### config.mk
export PLATFORM = sky130hd
export DESIGN_NAME = paper_tape_char_translator
export DESIGN_NICKNAME = d
export VERILOG_FILES = /design/src/rtl/core/ptc_pkg.sv /design/src/rtl/core/ptc_front.sv /design/src/rtl/core/ptc_queue.sv /design/src/rtl/core/ptc_back.sv /design/src/rtl/core/paper_tape_char_translator.sv
export VERILOG_INCLUDE_DIRS = /design/src /design/src/rtl/core
export SDC_FILE = /design/constraint.sdc
export NUM_CORES = 1
export LEC_CHECK = 0
export BUFFER_PORTS_ARGS = -buffer_cell sky130_fd_sc_hd__buf_4
export CORE_UTILIZATION = 59
export DETAILED_ROUTE_END_ITERATION = 6
export PLACE_DENSITY_LB_ADDON = 0.08
export SLEW_MARGIN = 0
export SYNTH_ARGS = -nofsm -noshare
export SYNTH_HDL_FRONTEND = slang
export SYNTH_SLANG_ARGS = --single-unit
### constraint.sdc
create_clock -name clk -period 6.1 [get_ports clk]
set_input_delay 0.305 -clock clk [delete_from_list [all_inputs] [get_ports clk]]
set_output_delay 0.305 -clock clk [all_outputs]
set_load 0.005 [all_outputs]
### src/rtl/core/paper_tape_char_translator_defines.svh
// Assertion macros shared by the RTL that checks itself.
// The including module must provide clk and arst_n.
`ifndef PAPER_TAPE_CHAR_TRANSLATOR_DEFINES_SVH
`define PAPER_TAPE_CHAR_TRANSLATOR_DEFINES_SVH

// Consequent must hold in the same cycle as the antecedent.
`define PTC_ASSERT_SAME(lbl, ante, cons) \
	lbl: assert property (@(posedge clk) disable iff (!arst_n) (ante) |-> (cons)) \
		else $error("same-cycle check failed");

// Consequent must hold in the cycle after the antecedent.
`define PTC_ASSERT_NEXT(lbl, ante, cons) \
	lbl: assert property (@(posedge clk) disable iff (!arst_n) (ante) |=> (cons)) \
		else $error("next-cycle check failed");

`endif

### src/rtl/core/ptc_pkg.sv
package ptc_pkg;

	// Action codes of an input item.
	localparam logic [2:0] ACT_START    = 3'd0;
	localparam logic [2:0] ACT_STOP     = 3'd1;
	localparam logic [2:0] ACT_BYTE     = 3'd2;
	localparam logic [2:0] ACT_TAPE_END = 3'd3;
	localparam logic [2:0] ACT_STATUS   = 3'd4;

	// Parity mode codes.
	localparam logic [1:0] PAR_NONE  = 2'd0;
	localparam logic [1:0] PAR_EVEN  = 2'd1;
	localparam logic [1:0] PAR_REMAP = 2'd2;

	// Shift characters.
	localparam logic [5:0] SH_ALPHA = 6'o74;
	localparam logic [5:0] SH_BETA  = 6'o75;
	localparam logic [5:0] SH_DELTA = 6'o76;

	// Pound sign codes remapped in remap mode: IN becomes MID and MID becomes OUT.
	localparam logic [7:0] POUND_IN  = 8'o243;
	localparam logic [7:0] POUND_MID = 8'o044;
	localparam logic [7:0] POUND_OUT = 8'o174;

	localparam logic [6:0] BLANK_ONES = 7'o177;
	localparam logic [6:0] NEWLINE    = 7'o012;
	localparam logic [3:0] LO_LIMIT   = 4'o13;

	// Configuration register indexes and address width.
	localparam int PTC_ADDR_W = 5;
	localparam logic [2:0] REG_PARITY   = 3'd0;
	localparam logic [2:0] REG_BINARY   = 3'd1;
	localparam logic [2:0] REG_IGNBLANK = 3'd2;
	localparam logic [2:0] REG_STOPNL   = 3'd3;
	localparam logic [2:0] REG_KEEP     = 3'd4;

	localparam int PTC_QUEUE_DEPTH = 2;

	typedef struct packed {
		logic [2:0] action;
		logic [7:0] tape_byte;
		logic [1:0] room;
	} ptc_in_t;

	typedef struct packed {
		logic [5:0] out_char;
		logic       char_valid;
		logic       last;
		logic       busy_res;
		logic       stat_end;
		logic       stat_opat;
		logic       stat_error;
		logic       done_res;
	} ptc_out_t;

	typedef struct packed {
		logic [1:0] parity_mode;
		logic       binary_mode;
		logic       ignore_blank;
		logic       stop_on_newline;
		logic       keep_shift;
	} ptc_cfg_t;

	// Everything one item produces, as handed from front to back.
	typedef struct packed {
		logic [2:0][5:0] chars;
		logic [1:0]      cnt;
		logic            busy;
		logic            s_end;
		logic            s_opat;
		logic            s_err;
		logic            done;
	} ptc_entry_t;

endpackage

### src/rtl/core/ptc_front.sv
module ptc_front (
	input  logic                clk,
	input  logic                arst_n,
	input  ptc_pkg::ptc_cfg_t   cfg,
	input  logic                item_valid,
	output logic                item_ready,
	input  ptc_pkg::ptc_in_t    item,
	output logic                push_valid,
	input  logic                push_ready,
	output ptc_pkg::ptc_entry_t push_entry
);
	import ptc_pkg::*;

	typedef struct packed {
		logic       alpha_mode;
		logic       running;
		logic       stop_pending;
		logic       end_flag;
		logic       opat_flag;
		logic       error_flag;
		logic [6:0] held;
	} ptc_state_t;

	ptc_state_t st_q;
	ptc_state_t ns;

	function automatic logic ends_rec(input logic [1:0] n, input logic [1:0] room);
		return (room != 2'd3) && (n >= room);
	endfunction

	assign item_ready = push_ready;
	assign push_valid = item_valid;

	always_comb begin
		logic [1:0]      cnt;
		logic [2:0][5:0] chars;
		logic            done;
		logic            halt;
		logic            send;
		logic            held_now;
		logic [7:0]      data;
		logic [6:0]      d7;
		logic [2:0]      grp;
		logic [3:0]      lo;
		logic [5:0]      ch;
		logic [5:0]      shift;

		ns       = st_q;
		cnt      = 2'd0;
		chars    = '0;
		done     = 1'b0;
		halt     = 1'b0;
		send     = 1'b0;
		held_now = 1'b0;
		data     = item.tape_byte;
		d7       = '0;
		grp      = '0;
		lo       = '0;
		ch       = '0;
		shift    = '0;

		unique case (item.action) inside
			ACT_START: begin
				if (st_q.running) begin
					ns.opat_flag = 1'b1;
					done = 1'b1;
				end else begin
					if (!cfg.keep_shift) ns.alpha_mode = 1'b1;
					ns.running      = 1'b1;
					ns.stop_pending = 1'b0;
					ns.end_flag     = 1'b0;
					ns.opat_flag    = 1'b0;
					ns.error_flag   = 1'b0;
				end
			end
			ACT_STOP: begin
				if (st_q.running) ns.stop_pending = 1'b1;
			end
			ACT_BYTE, ACT_TAPE_END: begin
				if (st_q.stop_pending) begin
					ns.running = 1'b0;
					ns.stop_pending = 1'b0;
					done = 1'b1;
					halt = 1'b1;
				end else if (!st_q.running) begin
					halt = 1'b1;
				end else if (st_q.held[6]) begin
					chars[0] = st_q.held[5:0];
					cnt = 2'd1;
					ns.held = '0;
					if (ends_rec(2'd1, item.room)) begin
						ns.running = 1'b0;
						ns.stop_pending = 1'b0;
						done = 1'b1;
						ns.end_flag = 1'b1;
						ns.opat_flag = 1'b0;
						ns.error_flag = 1'b0;
						halt = 1'b1;
					end
				end

				if (!halt && item.action == ACT_TAPE_END) begin
					ns.running = 1'b0;
					ns.stop_pending = 1'b0;
					done = 1'b1;
					ns.end_flag = 1'b1;
					ns.opat_flag = 1'b1;
					ns.error_flag = 1'b0;
				end else if (!halt) begin
					if (cfg.parity_mode == PAR_EVEN) begin
						if (^data) begin
							ns.end_flag = 1'b1;
							ns.error_flag = 1'b1;
							ns.opat_flag = 1'b0;
						end
						done = 1'b1;
					end else if (cfg.parity_mode == PAR_REMAP) begin
						if (data == POUND_IN) data = POUND_MID;
						else if (data == POUND_MID) data = POUND_OUT;
					end
					d7  = data[6:0];
					grp = d7[6:4];
					lo  = d7[3:0];

					if (cfg.ignore_blank && (d7 == 7'd0 || d7 == BLANK_ONES)) begin
						send = 1'b0;
					end else if (cfg.binary_mode) begin
						send = 1'b1;
						case (grp) inside
							3'd0, 3'd1: begin
								ns.end_flag = 1'b1;
								ns.running = 1'b0;
								ns.stop_pending = 1'b0;
								done = 1'b1;
								send = 1'b0;
							end
							3'd2:       ch = {2'b01, lo};
							3'd3:       ch = {2'b00, lo};
							3'd4, 3'd6: ch = {2'b10, lo};
							default:    ch = {2'b11, lo};
						endcase
					end else begin
						send = 1'b1;
						if (grp == 3'd0 || grp == 3'd1) begin
							if (cfg.stop_on_newline && d7 == NEWLINE) ns.end_flag = 1'b1;
							shift = SH_DELTA;
							ch = {2'b00, lo};
						end else if (grp == 3'd2) begin
							ch = {2'b01, lo};
						end else if (grp == 3'd3) begin
							ch = {2'b00, lo};
						end else if ((grp == 3'd6 || grp == 3'd7) && lo > LO_LIMIT) begin
							shift = SH_DELTA;
							ch = ((grp == 3'd6) ? 6'o70 : 6'o64) | {4'b0000, d7[1:0]};
						end else if (grp == 3'd4 || grp == 3'd6) begin
							if (!st_q.alpha_mode) shift = SH_ALPHA;
							ns.alpha_mode = 1'b1;
							ch = {1'b1, d7[4:0]};
						end else begin
							if (st_q.alpha_mode) shift = SH_BETA;
							ns.alpha_mode = 1'b0;
							ch = {1'b1, d7[4:0]};
						end
					end

					if (send) begin
						if (shift != 6'd0) begin
							chars[cnt] = shift;
							cnt = cnt + 2'd1;
							if (ends_rec(cnt, item.room) && ch != 6'd0) begin
								ns.end_flag = 1'b1;
								ns.running = 1'b0;
								ns.stop_pending = 1'b0;
								done = 1'b1;
								ns.held = {1'b1, ch};
								held_now = 1'b1;
							end
						end
						if (!held_now) begin
							chars[cnt] = ch;
							cnt = cnt + 2'd1;
							if (ends_rec(cnt, item.room)) begin
								ns.end_flag = 1'b1;
								ns.running = 1'b0;
								ns.stop_pending = 1'b0;
								done = 1'b1;
							end else if (ns.end_flag) begin
								ns.running = 1'b0;
								ns.stop_pending = 1'b0;
								done = 1'b1;
							end
						end
					end
				end
			end
			ACT_STATUS: begin
				ns.end_flag = 1'b0;
				ns.opat_flag = 1'b0;
				ns.error_flag = 1'b0;
			end
			default: begin
			end
		endcase

		push_entry.chars = chars;
		push_entry.cnt   = cnt;
		push_entry.done  = done;
		if (item.action == ACT_STATUS) begin
			push_entry.busy   = st_q.running;
			push_entry.s_end  = st_q.end_flag;
			push_entry.s_opat = st_q.opat_flag;
			push_entry.s_err  = st_q.error_flag;
		end else begin
			push_entry.busy   = ns.running;
			push_entry.s_end  = ns.end_flag;
			push_entry.s_opat = ns.opat_flag;
			push_entry.s_err  = ns.error_flag;
		end
	end

	always_ff @(posedge clk or negedge arst_n) begin
		if (!arst_n) begin
			st_q <= '{alpha_mode: 1'b1, running: 1'b0, stop_pending: 1'b0,
				end_flag: 1'b0, opat_flag: 1'b0, error_flag: 1'b0, held: 7'd0};
		end else if (item_valid && push_ready) begin
			st_q <= ns;
		end
	end

endmodule

### src/rtl/core/ptc_queue.sv
module ptc_queue #(
	parameter int DEPTH = ptc_pkg::PTC_QUEUE_DEPTH
) (
	input  logic                clk,
	input  logic                arst_n,
	input  logic                push_valid,
	output logic                push_ready,
	input  ptc_pkg::ptc_entry_t push_entry,
	output logic                head_valid,
	input  logic                pop,
	output ptc_pkg::ptc_entry_t head
);
	import ptc_pkg::*;

	localparam int PW = (DEPTH > 1) ? $clog2(DEPTH) : 1;
	localparam int CW = $clog2(DEPTH + 1);

	ptc_entry_t   mem_q [DEPTH];
	logic [PW-1:0] wr_ptr_q;
	logic [PW-1:0] rd_ptr_q;
	logic [CW-1:0] count_q;
	logic          do_push;
	logic          do_pop;

	assign push_ready = (count_q != CW'(DEPTH));
	assign head_valid = (count_q != '0);
	assign head       = mem_q[rd_ptr_q];
	assign do_push    = push_valid && push_ready;
	assign do_pop     = pop && head_valid;

	always_ff @(posedge clk) begin
		if (do_push) mem_q[wr_ptr_q] <= push_entry;
	end

	always_ff @(posedge clk or negedge arst_n) begin
		if (!arst_n) begin
			wr_ptr_q <= '0;
			rd_ptr_q <= '0;
			count_q  <= '0;
		end else begin
			if (do_push) begin
				wr_ptr_q <= (wr_ptr_q == PW'(DEPTH - 1)) ? '0 : wr_ptr_q + PW'(1);
			end
			if (do_pop) begin
				rd_ptr_q <= (rd_ptr_q == PW'(DEPTH - 1)) ? '0 : rd_ptr_q + PW'(1);
			end
			if (do_push && !do_pop) count_q <= count_q + CW'(1);
			else if (do_pop && !do_push) count_q <= count_q - CW'(1);
		end
	end

endmodule

### src/rtl/core/ptc_back.sv
module ptc_back (
	input  logic                clk,
	input  logic                arst_n,
	input  logic                head_valid,
	input  ptc_pkg::ptc_entry_t head,
	output logic                pop,
	output logic                res_valid,
	input  logic                res_ready,
	output ptc_pkg::ptc_out_t   res
);
	import ptc_pkg::*;

	// Index of the result of the head entry now on the output.
	logic [1:0] k_q;
	logic       is_last;

	assign is_last   = (head.cnt == 2'd0) || ((k_q + 2'd1) == head.cnt);
	assign res_valid = head_valid;
	assign pop       = head_valid && res_ready && is_last;

	always_comb begin
		res.out_char   = (head.cnt == 2'd0) ? 6'd0 : head.chars[k_q];
		res.char_valid = (head.cnt != 2'd0);
		res.last       = is_last;
		res.busy_res   = head.busy;
		res.stat_end   = head.s_end;
		res.stat_opat  = head.s_opat;
		res.stat_error = head.s_err;
		res.done_res   = is_last && head.done;
	end

	always_ff @(posedge clk or negedge arst_n) begin
		if (!arst_n) begin
			k_q <= 2'd0;
		end else if (head_valid && res_ready) begin
			k_q <= is_last ? 2'd0 : k_q + 2'd1;
		end
	end

endmodule

### src/rtl/core/paper_tape_char_translator.sv
// Paper tape reader controller. Each input item is a start, stop, tape byte, tape end or
// status read event; each causes one to three result items, one per channel character
// sent, or a single item with char_valid low when nothing is sent. The last result of an
// item has last set and carries the done pulse; all results of an item carry the same
// status. The front accepts one item per cycle while the queue has room and works out all
// its results and the new reader state at once; a two-entry queue then hands them to the
// back, which delivers one result per cycle while res_ready is high. An item therefore holds
// the output until all of its results are taken, and that output sequencer sets the sustained
// rate. Configuration registers sit on an APB port at byte addresses 0, 4, 8, 12 and 16
// (parity mode, binary mode, ignore blank, stop on newline, keep shift); they take effect on
// the next item and are to be written only while the block is idle, which it does not enforce.
`include "paper_tape_char_translator_defines.svh"

module paper_tape_char_translator #(
	parameter int QUEUE_DEPTH = ptc_pkg::PTC_QUEUE_DEPTH
) (
	input  logic                           clk,
	input  logic                           arst_n,
	input  logic                           item_valid,
	output logic                           item_ready,
	input  ptc_pkg::ptc_in_t               item,
	output logic                           res_valid,
	input  logic                           res_ready,
	output ptc_pkg::ptc_out_t              res,
	input  logic                           psel,
	input  logic                           penable,
	input  logic                           pwrite,
	input  logic [ptc_pkg::PTC_ADDR_W-1:0] paddr,
	input  logic [31:0]                    pwdata,
	output logic [31:0]                    prdata,
	output logic                           pready
);
	import ptc_pkg::*;

	ptc_cfg_t   cfg_q;
	ptc_entry_t push_entry;
	ptc_entry_t head;
	logic       push_valid;
	logic       push_ready;
	logic       head_valid;
	logic       pop;
	logic [2:0] reg_idx;

	// The register index is the word address; the low two address bits are ignored.
	assign reg_idx = paddr[4:2];
	assign pready  = 1'b1;

	// Configuration registers. Writes to unused addresses are dropped.
	always_ff @(posedge clk or negedge arst_n) begin
		if (!arst_n) begin
			cfg_q <= '{parity_mode: PAR_NONE, binary_mode: 1'b0, ignore_blank: 1'b1,
				stop_on_newline: 1'b0, keep_shift: 1'b0};
		end else if (psel && penable && pwrite) begin
			unique case (reg_idx)
				REG_PARITY:   cfg_q.parity_mode     <= pwdata[1:0];
				REG_BINARY:   cfg_q.binary_mode     <= pwdata[0];
				REG_IGNBLANK: cfg_q.ignore_blank    <= pwdata[0];
				REG_STOPNL:   cfg_q.stop_on_newline <= pwdata[0];
				REG_KEEP:     cfg_q.keep_shift      <= pwdata[0];
				default: begin
				end
			endcase
		end
	end

	// Read back returns the stored value zero-extended; unused addresses read zero.
	always_comb begin
		unique case (reg_idx)
			REG_PARITY:   prdata = {30'd0, cfg_q.parity_mode};
			REG_BINARY:   prdata = {31'd0, cfg_q.binary_mode};
			REG_IGNBLANK: prdata = {31'd0, cfg_q.ignore_blank};
			REG_STOPNL:   prdata = {31'd0, cfg_q.stop_on_newline};
			REG_KEEP:     prdata = {31'd0, cfg_q.keep_shift};
			default:      prdata = 32'd0;
		endcase
	end

	// The front decodes each item, updates the reader state and builds its result entry.
	ptc_front u_front (
		.clk        (clk),
		.arst_n     (arst_n),
		.cfg        (cfg_q),
		.item_valid (item_valid),
		.item_ready (item_ready),
		.item       (item),
		.push_valid (push_valid),
		.push_ready (push_ready),
		.push_entry (push_entry)
	);

	// The queue decouples the front from a stalled channel.
	ptc_queue #(
		.DEPTH (QUEUE_DEPTH)
	) u_queue (
		.clk        (clk),
		.arst_n     (arst_n),
		.push_valid (push_valid),
		.push_ready (push_ready),
		.push_entry (push_entry),
		.head_valid (head_valid),
		.pop        (pop),
		.head       (head)
	);

	// The back walks the characters of the head entry, one result per cycle while res_ready is high.
	ptc_back u_back (
		.clk        (clk),
		.arst_n     (arst_n),
		.head_valid (head_valid),
		.head       (head),
		.pop        (pop),
		.res_valid  (res_valid),
		.res_ready  (res_ready),
		.res        (res)
	);

	// A result without a character is always the only, and so the last, one of its item.
	`PTC_ASSERT_SAME(a_nochar_last, res_valid && !res.char_valid, res.last)
	// The done pulse rides only on the last result of an item.
	`PTC_ASSERT_SAME(a_done_on_last, res_valid && !res.last, !res.done_res)
	// After an accepted item the queue holds an entry, so the output is valid in the next cycle.
	`PTC_ASSERT_NEXT(a_push_shows, item_valid && item_ready, res_valid)

endmodule

==> results_dict.tcl <==
set metrics [dict create \
    status "complete, no violations" \
    die_y_um 91.7 \
    hp-start "pwdata[1]" \
    drive_above_1_share 0.217 \
    critPathKind "flip-flop to flip-flop" \
    grt_pass1_vias 3363 \
    cts_buffers 9 \
    cts_max_level 3 \
    area_growth_pct 9.49 \
    r2r_cells 17 \
    die_width_um 91.7 \
    hold_viol 0 \
    hold_depth 2 \
    cts_setup_buffers 0 \
    vias_per_cell 5.89 \
    rows 32 \
    synth-seq-cells 75 \
    relSlewSlack 0.543 \
    drtIter0Drc 191 \
    cts_root_buf "clkbuf_8" \
    routed_wl_um 9830 \
    clk_pin_slew_ps 80 \
    finClkSkew_ps 15.2 \
    post-route-period-util 0.677 \
    core_mm2 0.00777 \
    yosys.area.top_type_share 0.316 \
    synthFlopType "edfxtp_1" \
    synth_warnings 0 \
    firstDrtPassIters 5 \
    ios 105 \
    worstSetupStartpointType "flip-flop" \
    vias 3473 \
    rsz0062_at_grt "no" \
    die-area_mm2 0.00841 \
    timing.rr.end "u_queue.mem_q[1][0]$_DFFE_PP_" \
    cp_max_fo 11 \
    multi_input_area_mm2 0.00231 \
    maxCapViolCount 0 \
    num_antenna_cells 0 \
    cts_sinks 75 \
    synth.area.top_cells "edfxtp_1 (32%), dfrtp_1 (12%), mux2_2 (5.2%), buf_4 (5.1%), ha_1 (4.0%)" \
    min_period_ps 4130 \
    r2r_setup_slack_ps 1970 \
    fill_cells 637 \
    fmax_mhz 242 \
    antenna_found_initial 0 \
    initial_core_util 0.611 \
    syn_inst 445 \
    yosys.cell_types.count 70 \
    clk_latency_ps 360 \
    wl_per_cell_um 16.7 \
    slew_violations 0 \
    nNetsFinal 555 \
    synthesis.area_mm2 0.00475 \
    whs_endpoint "cfg_q[5]$_DFFE_PN0P_" \
    synth.avg_cell_area_um2 10.7 \
    synth_edf_count 50 \
    yosys.area.top_type "edfxtp_1" \
    hold_buffers 1 \
    gp_congestion 0.905 \
    leakagePower_nw 2.13 \
    tightest_slew_ps 685 \
    cts_buffer_depth 2 \
    crit_path_end_kind "flip-flop" \
    grt_overflow 0 \
    finalSetupViolations 0 \
    track_usage 0.253 \
    dp_hpwl_um 7370 \
    design_area_mm2 0.00520 \
    cts_tree "done" \
    crit_arrival_ps 4220 \
    required_ps 6190 \
    grt_pass1_wl_um 16400 \
    port_buffers 41 \
    r2r_start "cfg_q[4]$_DFFE_PN0P_" \
    placed_area_mm2 0.00500 \
    synthArstFlopShare 0.333 \
    drc 0 \
    synth-seq-area-share 0.449 \
    cts_resized 0 \
    hp-class "input port to flip-flop" \
    setup_tns_ps 0 \
    regArea_mm2 0.00213 \
    peakVddDrop_mv 0.147 \
    power_density_mw_per_mm2 359 \
    drtAntennaViolNets 0 \
    grt_max_degree 26 \
]
metal layers:
metal  GRT usage  part of all wire  up-vias
li1            -                 -     1666
met1       0.315              0.42     1702
met2       0.441              0.52       88
met3      0.0464             0.034       17
met4      0.0860             0.016        0
met5           0                 0        -
registers in the layout (all words and copies together), names as in the netlist:
| name | cells |
|---|---|
| u_queue.rd_ptr_q | 1 |
| cfg_q | 6 |
| u_queue.wr_ptr_q | 1 |
| u_queue.mem_q | 50 |
| u_back.k_q | 2 |
| u_front.st_q | 13 |
| u_queue.count_q | 2 |
worst max path at each step:
| stage | start | to | slack, ps | cells past startpoint |
|---|---|---|---|---|
| 2_1_floorplan | item[8] | u_queue.mem_q[0][0]$_DFFE_PP_ | 1840 | 22 |
| 3_3_place_gp | item[8] | u_queue.mem_q[0][0]$_DFFE_PP_ | 1790 | 20 |
| 3_5_place_dp | item[8] | u_queue.mem_q[1][0]$_DFFE_PP_ | 1750 | 20 |
| 4_1_cts | cfg_q[4]$_DFFE_PN0P_ | u_queue.mem_q[1][0]$_DFFE_PP_ | 2000 | 17 |
| 5_1_grt | cfg_q[4]$_DFFE_PN0P_ | u_queue.mem_q[1][0]$_DFFE_PP_ | 1710 | 17 |
| 6_report | cfg_q[4]$_DFFE_PN0P_ | u_queue.mem_q[1][0]$_DFFE_PP_ | 1970 | 17 |
through the flow:
step	util	hold WS (ps)	total power [mW]	cells	setup WS (ps)
global placement	0.644	248	1.51	573	1790
floorplan	-	9.41	1.30	474	1840
global route	0.669	171	2.00	590	1710
CTS	0.669	167	1.88	590	2000
finish	0.669	181	1.87	590	1970
detailed placement	0.644	249	1.53	573	1750
worst max-delay path: stages (launching register included):
cell and delay (ps):
dfrtp_1 420, and3b_1 250, and4_1 250, nor2_1 130
nand2_1 70, ha_1 280, nand2_1 60, o22ai_1 160
a21oi_1 140, ha_1 550, ha_1 300, nand2b_1 130
a21oi_1 140, o21ai_0 140, nor3_1 160, o21ai_0 190
and2_1 240, o211a_1 250
cells in the final DEF, fill, tap and decap left out, types with 5 or more instances in the layout:
master,count
conb_1,31
and3_1,5
nand2_1,29
mux2_2,22
nor4_1,5
ha_1,15
buf_4,46
nor2_1,32
mux4_2,7
a21o_1,5
and2_1,10
a21oi_1,23
inv_1,24
nor3_1,8
nand3_1,12
dfrtp_1,23
nand4_1,5
edfxtp_1,50
xnor2_1,6
nand2b_1,7
a22oi_1,8
clkbuf_8,9
o21ai_0,17
cell usage after synthesis (all sizes together), types with 6 or more instances:
cell type  instances
a21oi             23
a22oi              8
and2              11
buf               36
clkbuf            13
dfrtp             23
edfxtp            50
ha                15
inv               24
mux2              22
mux4               7
nand2             29
nand2b             7
nand3             12
nor2              34
nor3               9
o21ai             20
xnor2              6
where the power goes:
group | total [mW] | switching, mW | internal (mW)
logic | 0.745 | 0.391 | 0.354
clock network | 0.352 | 0.200 | 0.152
registers | 0.770 | 0.0742 | 0.696
total | 1.87 | 0.665 | 1.20
kinds of logic after synthesis:
| group | after synthesis | synth area share |
|---|---|---|
| AOI/OAI and AO/OA | 101 | 0.161 |
| xor gates and xnor gates | 10 | 0.0185 |
| adders and majority gates | 15 | 0.0395 |
| buffers and inverters | 74 | 0.0888 |
| DFF | 75 | 0.449 |
| muxes | 33 | 0.0939 |
| other | 2 | 0.00158 |
| and+or+nand+nor | 135 | 0.148 |
cell type report:
class / instances / area share
Clock buffer: 9 / 0.0238
Clock inverter: 7 / 0.0111
Inverter: 25 / 0.0181
Multi-Input combinational cell: 325 / 0.444
Sequential cell: 75 / 0.410
Tap cell: 102 / 0.0246
Timing Repair Buffer: 47 / 0.0684
Note: power is estimated with default switching activity, not from simulation.
